$ cat src/kmna_pkg.sv
`timescale 1ns / 1ps
package kmna_pkg;

    localparam int unsigned WeightFracBits = 16;

    localparam logic [47:0] SUM_MAX = 48'hFFFF_FFFF_FFFF;
    localparam logic [31:0] ONE_Q31 = 32'h8000_0000;

    // Result of one pass through the shared divider.
    typedef struct packed {
        logic        done;
        logic        big;   // quotient did not fit in 48 bits
        logic [47:0] quot;
    } t_div_res;

    // Result of one pass through the square-root unit.
    typedef struct packed {
        logic        done;
        logic [31:0] root;
    } t_sqrt_res;

endpackage

$ cat src/kmna_div.sv
`timescale 1ns / 1ps
// Restoring divider, one quotient bit per cycle. The numerator is loaded
// left-aligned; once its bits are used up, zeros are shifted in.
module kmna_div
    import kmna_pkg::*;
#(
    parameter int unsigned CNT_W = 7
) (
    input  logic             i_clk,
    input  logic             i_rst_n,
    input  logic             i_start,
    input  logic [63:0]      i_num,
    input  logic [63:0]      i_den,
    input  logic [CNT_W-1:0] i_iters,
    output t_div_res         o_res
);

    logic             r_busy;
    logic [CNT_W-1:0] r_cnt;
    logic [63:0]      r_rem;
    logic [63:0]      r_num;
    logic [63:0]      r_den;
    logic [47:0]      r_q;
    logic             r_big;
    logic             r_done;

    logic [64:0] rem_sh;
    logic        ge;
    logic [64:0] rem_sub;

    assign rem_sh  = {r_rem, r_num[63]};
    assign ge      = rem_sh >= {1'b0, r_den};
    assign rem_sub = rem_sh - {1'b0, r_den};

    always_ff @(posedge i_clk) begin
        if (!i_rst_n) begin
            r_busy <= 1'b0;
            r_done <= 1'b0;
        end else begin
            r_done <= 1'b0;
            if (i_start) begin
                r_busy <= 1'b1;
                r_cnt  <= i_iters;
                r_rem  <= '0;
                r_num  <= i_num;
                r_den  <= i_den;
                r_q    <= '0;
                r_big  <= 1'b0;
            end else if (r_busy) begin
                r_rem <= ge ? rem_sub[63:0] : rem_sh[63:0];
                r_num <= {r_num[62:0], 1'b0};
                r_q   <= {r_q[46:0], ge};
                r_big <= r_big | r_q[47];
                r_cnt <= r_cnt - CNT_W'(1);
                if (r_cnt == CNT_W'(1)) begin
                    r_busy <= 1'b0;
                    r_done <= 1'b1;
                end
            end
        end
    end

    assign o_res.done = r_done;
    assign o_res.big  = r_big;
    assign o_res.quot = r_q;

endmodule

$ cat src/kmna_sqrt.sv
`timescale 1ns / 1ps
// Digit-by-digit integer square root of a 48-bit value, one result bit per cycle.
module kmna_sqrt
    import kmna_pkg::*;
(
    input  logic        i_clk,
    input  logic        i_rst_n,
    input  logic        i_start,
    input  logic [47:0] i_x,
    output t_sqrt_res   o_res
);

    logic        r_busy;
    logic        r_done;
    logic [49:0] r_x;
    logic [49:0] r_res;
    logic [49:0] r_bit;

    logic [49:0] trial;
    logic        ge;

    assign trial = r_res + r_bit;
    assign ge    = r_x >= trial;

    always_ff @(posedge i_clk) begin
        if (!i_rst_n) begin
            r_busy <= 1'b0;
            r_done <= 1'b0;
        end else begin
            r_done <= 1'b0;
            if (i_start) begin
                r_busy <= 1'b1;
                r_x    <= {2'b00, i_x};
                r_res  <= '0;
                r_bit  <= 50'd1 << 48;
            end else if (r_busy) begin
                r_x   <= ge ? r_x - trial : r_x;
                r_res <= ge ? (r_res >> 1) + r_bit : r_res >> 1;
                r_bit <= r_bit >> 2;
                if (r_bit[0]) begin
                    r_busy <= 1'b0;
                    r_done <= 1'b1;
                end
            end
        end
    end

    assign o_res.done = r_done;
    assign o_res.root = r_res[31:0];

endmodule

$ cat src/kaplan_meier_nelson_aalen.sv
`timescale 1ns / 1ps
// Timing: an out-of-order point shows its result in the cycle after the transfer.
// A normal point runs the survival, Greenwood, hazard and variance divisions and
// both square roots; one with zero at risk runs only the square roots, and one
// whose events reach the number at risk skips the survival and Greenwood steps.
// Throughput: one point at a time; the next transfer can come in the cycle after the
// result transfer, so the serial divider and root unit bound how often points are taken.
// Reset: synchronous, active low; group count returns to 1 and all sums clear.
module kaplan_meier_nelson_aalen
    import kmna_pkg::*;
#(
    parameter int unsigned WEIGHT_FRAC_BITS = WeightFracBits
) (
    input  logic        i_clk,
    input  logic        i_rst_n,
    input  logic        i_group_count_we,
    input  logic [15:0] i_group_count,
    input  logic        i_in_valid,
    output logic        o_in_ready,
    input  logic [15:0] i_group_id,
    input  logic [31:0] i_event_weight,
    input  logic [31:0] i_risk_weight,
    input  logic        i_last_point,
    output logic        o_out_valid,
    input  logic        i_out_ready,
    output logic [31:0] o_survival,
    output logic [31:0] o_survival_std,
    output logic [31:0] o_cum_hazard,
    output logic [31:0] o_cum_hazard_std,
    output logic        o_saturated,
    output logic        o_unassigned
);

    // Iteration counts of the divider. The variance terms divide d * 2^(F+32)
    // by a 64-bit product; the hazard term divides d * 2^16 by n; the survival
    // update divides a 64-bit product by n.
    localparam int unsigned ItersVar = 64 + WEIGHT_FRAC_BITS;
    localparam int unsigned CntW     = $clog2(ItersVar + 1);

    // Sequencer codes.
    localparam logic [3:0] ST_IDLE  = 4'd0;
    localparam logic [3:0] ST_MUL_S = 4'd1;
    localparam logic [3:0] ST_DIV_S = 4'd2;
    localparam logic [3:0] ST_MUL_G = 4'd3;
    localparam logic [3:0] ST_DIV_G = 4'd4;
    localparam logic [3:0] ST_DIV_H = 4'd5;
    localparam logic [3:0] ST_MUL_V = 4'd6;
    localparam logic [3:0] ST_DIV_V = 4'd7;
    localparam logic [3:0] ST_SQ_G  = 4'd8;
    localparam logic [3:0] ST_SQ_V  = 4'd9;
    localparam logic [3:0] ST_OUT   = 4'd10;

    logic [3:0]  r_state, n_state;
    logic        r_go;

    logic [15:0] r_count;
    logic [15:0] r_cur;
    logic        r_stuck;
    logic [31:0] r_surv;
    logic [47:0] r_green;
    logic [47:0] r_haz;
    logic [47:0] r_var;
    logic        r_satf;

    logic [31:0] r_d;
    logic [31:0] r_n;
    logic        r_last;
    logic [63:0] r_prod;
    logic [31:0] r_root_g;

    // One shared 32x32 multiplier; its product is always registered.
    logic [31:0] mul_a, mul_b;
    logic [63:0] mul_p;

    always_comb begin
        case (r_state)
            ST_MUL_S: begin mul_a = r_surv; mul_b = r_n - r_d; end
            ST_MUL_G: begin mul_a = r_n;    mul_b = r_n - r_d; end
            default:  begin mul_a = r_n;    mul_b = r_n;       end
        endcase
    end
    assign mul_p = mul_a * mul_b;

    // Divider operands; the divider samples them only when started.
    logic            div_start;
    logic [63:0]     div_num, div_den;
    logic [CntW-1:0] div_iters;
    t_div_res        div_res;

    always_comb begin
        case (r_state)
            ST_DIV_S: begin
                div_num   = r_prod;
                div_den   = {32'd0, r_n};
                div_iters = CntW'(64);
            end
            ST_DIV_H: begin
                div_num   = {r_d, 32'd0};
                div_den   = {32'd0, r_n};
                div_iters = CntW'(48);
            end
            default: begin
                div_num   = {r_d, 32'd0};
                div_den   = r_prod;
                div_iters = CntW'(ItersVar);
            end
        endcase
    end

    assign div_start = r_go && (r_state == ST_DIV_S || r_state == ST_DIV_G ||
                                r_state == ST_DIV_H || r_state == ST_DIV_V);

    kmna_div #(.CNT_W(CntW)) u_div (
        .i_clk   (i_clk),
        .i_rst_n (i_rst_n),
        .i_start (div_start),
        .i_num   (div_num),
        .i_den   (div_den),
        .i_iters (div_iters),
        .o_res   (div_res)
    );

    logic        sq_start;
    logic [47:0] sq_x;
    t_sqrt_res   sq_res;

    assign sq_start = r_go && (r_state == ST_SQ_G || r_state == ST_SQ_V);
    assign sq_x     = (r_state == ST_SQ_G) ? r_green : r_var;

    kmna_sqrt u_sqrt (
        .i_clk   (i_clk),
        .i_rst_n (i_rst_n),
        .i_start (sq_start),
        .i_x     (sq_x),
        .o_res   (sq_res)
    );

    // Quotient of a variance or hazard term, saturated to 48 bits, and the
    // running sum that it is added to.
    logic [47:0] term;
    logic [47:0] acc;
    logic [48:0] acc_sum;
    logic [47:0] acc_sat;
    logic        acc_ovf;

    assign term = div_res.big ? SUM_MAX : div_res.quot;
    always_comb begin
        case (r_state)
            ST_DIV_G: acc = r_green;
            ST_DIV_H: acc = r_haz;
            default:  acc = r_var;
        endcase
    end
    assign acc_sum = {1'b0, acc} + {1'b0, term};
    assign acc_ovf = acc_sum[48] || div_res.big;
    assign acc_sat = acc_sum[48] ? SUM_MAX : acc_sum[47:0];

    // Group ordering decision for the item being transferred.
    logic in_fire;
    logic same_grp, new_grp, stuck_now;

    assign in_fire   = i_in_valid && o_in_ready;
    assign same_grp  = (r_cur != 16'd0) && (i_group_id == r_cur);
    assign new_grp   = (i_group_id > r_cur) && (i_group_id <= r_count);
    assign stuck_now = r_stuck || !(same_grp || new_grp);

    // The hazard is reported as Q16.16 and saturates when it outgrows 32 bits.
    logic haz_big;
    logic flag_fin;
    assign haz_big  = r_haz[47:32] != 16'd0;
    assign flag_fin = r_satf || haz_big;

    always_comb begin
        n_state = r_state;
        case (r_state)
            ST_IDLE: begin
                if (in_fire) begin
                    if (stuck_now) begin
                        n_state = ST_OUT;
                    end else if (i_risk_weight == 32'd0) begin
                        n_state = ST_SQ_G;
                    end else if (i_event_weight >= i_risk_weight) begin
                        n_state = ST_DIV_H;
                    end else begin
                        n_state = ST_MUL_S;
                    end
                end
            end
            ST_MUL_S: n_state = ST_DIV_S;
            ST_DIV_S: if (div_res.done) n_state = ST_MUL_G;
            ST_MUL_G: n_state = ST_DIV_G;
            ST_DIV_G: if (div_res.done) n_state = ST_DIV_H;
            ST_DIV_H: if (div_res.done) n_state = ST_MUL_V;
            ST_MUL_V: n_state = ST_DIV_V;
            ST_DIV_V: if (div_res.done) n_state = ST_SQ_G;
            ST_SQ_G:  if (sq_res.done) n_state = ST_SQ_V;
            ST_SQ_V:  if (sq_res.done) n_state = ST_OUT;
            ST_OUT:   if (i_out_ready) n_state = ST_IDLE;
            default:  n_state = ST_IDLE;
        endcase
    end

    always_ff @(posedge i_clk) begin
        if (!i_rst_n) begin
            r_state     <= ST_IDLE;
            r_go        <= 1'b0;
            r_count     <= 16'd1;
            r_cur       <= 16'd0;
            r_stuck     <= 1'b0;
            r_surv      <= ONE_Q31;
            r_green     <= '0;
            r_haz       <= '0;
            r_var       <= '0;
            r_satf      <= 1'b0;
            o_out_valid <= 1'b0;
        end else begin
            r_state <= n_state;
            // Every unit is started on the first cycle of its state.
            r_go    <= n_state != r_state;

            if (i_group_count_we) begin
                r_count <= i_group_count;
            end

            case (r_state)
                ST_IDLE: begin
                    if (in_fire) begin
                        r_d    <= i_event_weight;
                        r_n    <= i_risk_weight;
                        r_last <= i_last_point;
                        if (stuck_now) begin
                            // Out-of-order points get the default result; the
                            // final point of the set clears the stuck state.
                            r_stuck          <= !i_last_point;
                            o_out_valid      <= 1'b1;
                            o_survival       <= ONE_Q31;
                            o_survival_std   <= 32'd0;
                            o_cum_hazard     <= 32'd0;
                            o_cum_hazard_std <= 32'd0;
                            o_saturated      <= 1'b0;
                            o_unassigned     <= 1'b1;
                            if (i_last_point) begin
                                r_cur   <= 16'd0;
                                r_surv  <= ONE_Q31;
                                r_green <= '0;
                                r_haz   <= '0;
                                r_var   <= '0;
                                r_satf  <= 1'b0;
                            end
                        end else begin
                            if (!same_grp) begin
                                r_cur <= i_group_id;
                                r_haz <= '0;
                                r_var <= '0;
                            end
                            // All events at risk: survival drops to zero and
                            // the Greenwood sum saturates.
                            if (i_risk_weight != 32'd0 &&
                                i_event_weight >= i_risk_weight) begin
                                r_surv  <= 32'd0;
                                r_green <= SUM_MAX;
                                r_satf  <= 1'b1;
                            end else if (!same_grp) begin
                                r_surv  <= ONE_Q31;
                                r_green <= '0;
                                r_satf  <= 1'b0;
                            end
                        end
                    end
                end
                ST_MUL_S, ST_MUL_G, ST_MUL_V: begin
                    r_prod <= mul_p;
                end
                ST_DIV_S: begin
                    if (div_res.done) begin
                        r_surv <= div_res.quot[31:0];
                    end
                end
                ST_DIV_G: begin
                    if (div_res.done) begin
                        r_green <= acc_sat;
                        r_satf  <= r_satf | acc_ovf;
                    end
                end
                ST_DIV_H: begin
                    if (div_res.done) begin
                        r_haz  <= acc_sat;
                        r_satf <= r_satf | acc_ovf;
                    end
                end
                ST_DIV_V: begin
                    if (div_res.done) begin
                        r_var  <= acc_sat;
                        r_satf <= r_satf | acc_ovf;
                    end
                end
                ST_SQ_G: begin
                    if (sq_res.done) begin
                        r_root_g <= sq_res.root;
                    end
                end
                ST_SQ_V: begin
                    if (sq_res.done) begin
                        o_out_valid      <= 1'b1;
                        o_survival       <= r_surv;
                        o_survival_std   <= r_root_g;
                        o_cum_hazard     <= haz_big ? 32'hFFFF_FFFF : r_haz[31:0];
                        o_cum_hazard_std <= sq_res.root;
                        o_saturated      <= flag_fin;
                        o_unassigned     <= 1'b0;
                        r_satf           <= r_last ? 1'b0 : flag_fin;
                        // The final point of a data set returns the state to
                        // its reset values once its result is captured.
                        if (r_last) begin
                            r_cur   <= 16'd0;
                            r_stuck <= 1'b0;
                            r_surv  <= ONE_Q31;
                            r_green <= '0;
                            r_haz   <= '0;
                            r_var   <= '0;
                        end
                    end
                end
                ST_OUT: begin
                    if (i_out_ready) begin
                        o_out_valid <= 1'b0;
                    end
                end
                default: begin
                end
            endcase
        end
    end

    assign o_in_ready = r_state == ST_IDLE;

endmodule

$ cat config.mk
export PLATFORM = sky130hd
export DESIGN_NAME = kaplan_meier_nelson_aalen
export DESIGN_NICKNAME = d
export VERILOG_FILES = /design/src/kmna_pkg.sv /design/src/kmna_div.sv /design/src/kmna_sqrt.sv /design/src/kaplan_meier_nelson_aalen.sv
export SDC_FILE = /design/constraint.sdc
export NUM_CORES = 2
export LEC_CHECK = 0
export BUFFER_PORTS_ARGS = -buffer_cell sky130_fd_sc_hd__buf_2
export CAP_MARGIN = 20
export CORE_MARGIN = 3
export CORE_UTILIZATION = 38
export DETAILED_ROUTE_END_ITERATION = 6
export PLACE_DENSITY = 0.56
export SLEW_MARGIN = 10
export SYNTH_ARGS = -nofsm -noshare
export SYNTH_HDL_FRONTEND = slang
export SYNTH_HIERARCHICAL = 1
export SYNTH_SLANG_ARGS = --single-unit
$ cat constraint.sdc
create_clock -name i_clk -period 11.1 [get_ports i_clk]
set_input_delay 1.11 -clock i_clk [delete_from_list [all_inputs] [get_ports i_clk]]
set_output_delay 1.11 -clock i_clk [all_outputs]
set_load 0.01 [all_outputs]
# [Word level (Yosys, flattened, before mapping)]
# Cells that the tools add are included.
[totals] regBits=884 word_cells=244 output_inout_bits=132
[classes] reduce_logical=53 n_lt_le_gt_ge=5 addsub=7 n_eq_ne=26 n_bitwise=5 multipliers=1 muxes=110
[op_table] op="$mux 48" n=15
[op_table] op="$mux 32" n=20
[op_table] op="$pmux 48 s3" n=3
[op_table] op="$mux 64" n=5
[op_table] op="$pmux 32 s2" n=4
[op_table] op="$mux 50" n=4
[op_table] op="$mux 16" n=6
[op_table] op="$pmux 32 s3" n=1
[op_table] op="$pmux 48 s2" n=1
[op_table] op="$ge 65x64->1" n=1
[op_table] op="$mul 32x32->64" n=1
[op_table] op="$sub 64x64->64" n=1
[op_table] op="$add 49x49->50" n=1
[op_table] op="$add 50x49->50" n=1
[op_table] op="$ge 50x50->1" n=1
[op_table] op="$sub 50x50->50" n=1
[op_table] op="$add 48x48->49" n=1
[op_table] op="$mux 49" n=1
[op_table] op="$pmux 4 s11" n=1
[op_table] op="$mux 4" n=10
[op_table] op="$ge 32x32->1" n=1
[op_table] op="$logic_not 32->1" n=1
[op_table] op="$pmux 16 s2" n=1
[op_table] op="$reduce_bool 16->1" n=2
[op_table] op="other kinds (38)" n=123

# [Longest topological paths before layout]
[depth] word_depth=9 depth_mapped=41

# [Hierarchy]
# Netlist, hierarchy kept.
[by_module_without_submodules] mod="kaplan_meier_nelson_aalen" instances=1 area_per_inst_um2=60444.2 cells_each=6696
[by_module_without_submodules] mod="kmna_div" instances=1 area_per_inst_um2=13923.4 cells_each=1259
[by_module_without_submodules] mod="kmna_sqrt" instances=1 area_per_inst_um2=11966.5 cells_each=1391

# [Worst setup path before layout]
# OpenSTA, ideal clock, no wires.
[synth_timing] path_type="reg2reg" startpoint="register r_d[0]" endpoint="register r_prod[61] (data pin)" setup_slack_ns=1.397 path_stages_with_launch=36 arrival_ns=9.440 required_time_ns=10.837 n_path_buf=1 setup_ns=0.263 period_less_slack_ns=9.703 path_cell_list="edfxtp_1 > ha_1 > fa_1 > nand2b_1 > a21boi_0 > o211ai_1 > a31oi_1 > o21ai_1 > a211oi_1 > o2111ai_1 > nor4b_1 > o31ai_1 > clkbuf_1 > nand2_1 > fa_1 > inv_1 > fa_1 > fa_1 > fa_1 > fa_1 > fa_1 > fa_1 > inv_1 > fa_1 > inv_1 > ha_1 > a21o_1 > a21o_1 > a21oi_1 > o22ai_1 > nor3_1 > a21oi_1 > a21o_1 > or2_2 > a311oi_1 > xnor2_1"
[synth_between] elab_chain_len=3
[synth_lines] element="from (decl)" line="kaplan_meier_nelson_aalen.sv:65" text="logic [31:0] r_d;"
[synth_lines] element="from (signal assigned)" line="kaplan_meier_nelson_aalen.sv:228" text="r_d <= i_event_weight;"
[synth_lines] element="$sub 32x32->32" line="kaplan_meier_nelson_aalen.sv:77, kaplan_meier_nelson_aalen.sv:78"
[synth_lines] element="$mux 32"
[synth_lines] element="$mul 32x32->64" line="kaplan_meier_nelson_aalen.sv:82" text="assign mul_p = mul_a * mul_b;"
[synth_lines] element="via mul_p[61]" line="kaplan_meier_nelson_aalen.sv:73" text="logic [63:0] mul_p;"
[synth_lines] element="to (signal assigned)" line="kaplan_meier_nelson_aalen.sv:272" text="r_prod <= mul_p;"
[synth_lines] element="to (decl)" line="kaplan_meier_nelson_aalen.sv:68" text="logic [63:0] r_prod;"
# The timed path passes the listed nets, and every way through them passes these cells.
# A chain may end at the register's enable or synchronous reset.

# [Worst setup path in the final report]
[layout_timing] startpoint="register r_n[19]" endpoint="register r_prod[61] (data pin)"
[layout_between] elab_chain_len=3 word_cells_on_any_way=4 cone_classes="1 x add/sub; 1 x mul; 2 x mux"
[layout_lines] element="from (decl)" line="kaplan_meier_nelson_aalen.sv:66" text="logic [31:0] r_n;"
[layout_lines] element="from (signal assigned)" line="kaplan_meier_nelson_aalen.sv:229" text="r_n <= i_risk_weight;"
[layout_lines] element="$sub 32x32->32" line="kaplan_meier_nelson_aalen.sv:77, kaplan_meier_nelson_aalen.sv:78"
[layout_lines] element="$mux 32"
[layout_lines] element="$mul 32x32->64 (*)" line="kaplan_meier_nelson_aalen.sv:82"
[layout_lines] element="via mul_p[61]" line="kaplan_meier_nelson_aalen.sv:73"
# Mark *: on every way through the listed nets, which the timed path passes. The rest lies on a longest branch.

==> summary.md <==
| Metric | Value |
|---|---|
| Outcome | `finished clean` |
| R2R Setup Slk | `roughly 0.42 ns` |
| EDFF count, synth | `664` |
| I/O Buffers | `233` |
| CP Launch Type | `register` |
| Die Span X | `483 µm` |
| Post-route ant nets | `0` |
| Ys Warns | `6` |
| Row count | `between 150 and 200` |
| Share of post-route cells with drive strength above 1 | `0.104` |
| Netlist cell types | `about 100` |
| Core area | `225000 µm²` |
| Clk root buf | `clkbuf_16` |
| # clock sinks | `884` |
| H-tree depth | `3` |
| Hold WC Path Type | `register to register` |
| Seq/Total Area, Yosys | `0.282` |
| Starting Density | `0.383` |
| DIE HEIGHT | `between 400 and 500 µm` |
| First-pass GRT wire length | `about 450 mm` |
| Final worst-path cycle share | `0.962` |
| FFs w/ async S/R, synth | `0` |
| Final Hold Slack | `approximately 0.45 ns` |
| Vias | `approximately 70000` |
| Arrival time at the worst endpoint | `~11 ns` |
| Critical path's slowest cell | `fa_1` |
| Area growth from synthesis to layout | `9.35%` |
| CP endpoint | `r_prod[61]$_DFFE_PP_` |
| CP Capture Type | `register` |
| Slew Viols, Final | `0` |
| Drt pass-1 iters | `5` |
| Initial antenna violation count | `18` |
| Critical path peak fanout | `6` |
| GPL Wtd Cong | `a little under 1` |
| Die Area | `233000 µm²` |
| Post-CTS Setup Repair Bufs | `0` |
| Crit path top cell by count | `fa_1` |
| Worst Skew | `0.0417 ns` |
| Nets@finish | `~11000` |
| Worst r2r dst | `r_prod[61]$_DFFE_PP_` |
| Clock Latency Late Sink | `0.71 ns` |
| Routed WL | `300 mm` |
| Vias in the first global route | `~70000` |
| Ports | `~230` |
| Kind of critical path | `register to register` |
| R2r startpoint | `r_n[19]$_DFFE_PP_` |
| CP Launch Point | `r_n[19]$_DFFE_PP_` |
| Final setup violation count | `0` |
| Worst-path clk slew | `~0.06 ns` |
| Mapped cell area | `approximately 86000 µm²` |
| Crit-path max cell delay | `0.57 ns` |
| GR Util All Layers | `0.255` |
| Vias per inst | `between 5 and 6` |
| Largest net degree at the start of global routing | `98` |
| Post-Syn Area per Cell | `slightly above 9 µm²` |
| CP Data Required Time | `11.55 ns` |
| Number of synthesized register bits | `~880` |
| Gate Count Post-Synth | `roughly 9300` |
| Max-cap violation count | `0` |
| Filler cells | `approximately 22000` |
| Max-slew headroom | `0.166` |
| Actual slew at the worst max-slew pin | `between 1 and 1.5 ns` |
| CTS tree | `yes` |
| Clock buffer depth | `3` |
| Drt drc | `0` |
| CTS Buf Count | `between 90 and 100` |
| Final HPWL DP | `235 mm` |
| Drt first-iter violations | `around 6000` |
| Cell Count, Final, Fillers Out | `between 10000 and 15000` |
| Avg WL per Cell | `about 24 µm` |
| Reg2reg path depth | `33` |
| Main flop type after synthesis | `edfxtp_1` |
| Remaining Overflow, GRT | `0` |
| Fin crit period | `about 11 ns` |
| Final hold vios | `0` |
| Max frequency | `around 94 MHz` |
| Dpl cells | `between 10000 and 15000` |
-- per-layer routing --
metal  vias to the layer above  global-route usage  routed length [µm]
li1                      31200                   -                   -
met1                     34700               0.358              132000
met2                      2560               0.402              134000
met3                       480              0.0359               21800
met4                         2              0.0906               12000
met5                         -                   0                  11
-- cells in the final DEF, fill, tap and decap left out, types with 19 or more instances in the layout --
| cell | count |
|---|---|
| o21bai_1 | 58 |
| a31oi_1 | 82 |
| edfxtp_1 | 664 |
| a21o_1 | 162 |
| xor2_1 | 125 |
| mux2_2 | 181 |
| o31ai_1 | 29 |
| ha_1 | 575 |
| nand4_1 | 96 |
| nand2b_1 | 36 |
| nor2_1 | 932 |
| or3_1 | 42 |
| fa_1 | 900 |
| nor4_1 | 38 |
| inv_1 | 1287 |
| buf_2 | 234 |
| mux2i_1 | 102 |
| nand2_1 | 1067 |
| xnor2_1 | 166 |
| buf_4 | 211 |
| nor2b_1 | 123 |
| clkbuf_1 | 19 |
| o21ai_0 | 360 |
| dfxtp_1 | 219 |
| nor3_1 | 81 |
| a21boi_0 | 23 |
| a211oi_1 | 59 |
| and3_1 | 73 |
| and2_1 | 176 |
| mux2i_2 | 24 |
| o21a_1 | 56 |
| clkinv_1 | 22 |
| or2_2 | 72 |
| clkbuf_16 | 97 |
| nand3_1 | 134 |
| o2bb2ai_1 | 92 |
| a21oi_1 | 478 |
| o211ai_1 | 32 |
-- state kept, by name (all words and copies together), names as in the netlist, 48 cells and up --
register	flops
r_green	48
r_haz	48
r_prod	64
r_var	48
u_div/r_den	64
u_div/r_num	64
u_div/r_q	48
u_div/r_rem	64
u_sqrt/r_res	50
u_sqrt/r_x	50
-- how the worst min path moves through the flow --
stage | slack, ns | depth (start not counted) | start | endpoint
floorplan | 0.41 | 2 | u_div/r_busy$_SDFF_PN0_ | u_div/r_done$_SDFF_PP0_
global placement | 0.44 | 2 | u_div/r_busy$_SDFF_PN0_ | u_div/r_done$_SDFF_PP0_
detailed placement | 0.45 | 2 | u_div/r_busy$_SDFF_PN0_ | u_div/r_done$_SDFF_PP0_
CTS | 0.46 | 2 | u_div/r_busy$_SDFF_PN0_ | u_div/r_done$_SDFF_PP0_
global route | 0.47 | 2 | u_div/r_busy$_SDFF_PN0_ | u_div/r_done$_SDFF_PP0_
finish | 0.45 | 2 | u_div/r_busy$_SDFF_PN0_ | u_div/r_done$_SDFF_PP0_
-- stage by stage --
| stage | instance area (µm²) | setup TNS [ns] | util | setup slack, ns |
|---|---|---|---|---|
| CTS | 94300 | 0 | 0.418 | 0.314 |
| detailed placement | 91300 | 0 | 0.405 | 0.356 |
| global placement | 91300 | 0 | 0.405 | 0.400 |
| global route | 94400 | -0.0178 | 0.419 | -0.0178 |
| finish | 94400 | 0 | 0.419 | 0.422 |
| floorplan | 86300 | 0 | - | 1.40 |
-- critical path: cells and delay by family (launching register included) --
family                   cells  cell delay (ns)
AO/OA/AOI/OAI               11             2.79
XOR/XNOR                     2             0.61
adder cells (fa/ha/maj)     10             4.94
buffers and inverters        3             0.22
flip-flops                   1             0.53
multiplexers                 1             0.35
AND/OR/NAND/NOR              6             0.98
-- cells by family (layout without fill, tap and decap cells) --
kind of cell             Yosys count  after routing  share of synthesized area
other                              1             12                  0.0000434
adder cells (fa/ha/maj)         1475           1475                      0.292
buffers and inverters           1782           1928                     0.0807
multiplexers                     309            309                     0.0385
flip-flops                       884            884                      0.282
AO/OA/AOI/OAI                   1643           1643                      0.122
XOR/XNOR                         294            294                     0.0298
AND/OR/NAND/NOR                 2958           2958                      0.155
-- synthesized netlist by cell type, types with 124 or more instances --
library cell / n / area share
nand3_1: 135 / 0.0078
inv_1: 1290 / 0.056
nor2b_1: 124 / 0.0090
ha_1: 575 / 0.083
mux2_2: 182 / 0.024
dfxtp_1: 220 / 0.051
xor2_1: 126 / 0.013
a21oi_1: 481 / 0.028
and2_1: 179 / 0.013
clkbuf_1: 357 / 0.016
mux2i_1: 126 / 0.015
nor2_1: 938 / 0.041
a21o_1: 163 / 0.014
edfxtp_1: 664 / 0.23
o21ai_0: 363 / 0.021
xnor2_1: 168 / 0.017
nand2_1: 1068 / 0.046
fa_1: 900 / 0.21
-- area by class of cell --
| class | count | area (µm²) | area share |
|---|---|---|---|
| Clock buffer | 118 | 2530 | 0.0268 |
| Multi-Input combinational cell | 6683 | 55400 | 0.587 |
| Timing Repair Buffer | 459 | 3010 | 0.0319 |
| Tap cell | 2992 | 3740 | 0.0397 |
| Sequential cell | 884 | 24300 | 0.258 |
| Clock inverter | 60 | 464 | 0.00492 |
| Inverter | 1291 | 4850 | 0.0513 |
| Antenna cell | 8 | 20.0 | 0.000212 |
-- repair_timing --
action,in CTS,in global routing
hold buffers,0,0
endpoints found under the hold margin,0,0
gates resized for setup,0,17
endpoints found under the setup margin,0,18
Power is not shown: default switching activity piles up to over one toggle a cycle in this logic, so the estimate is an artifact.
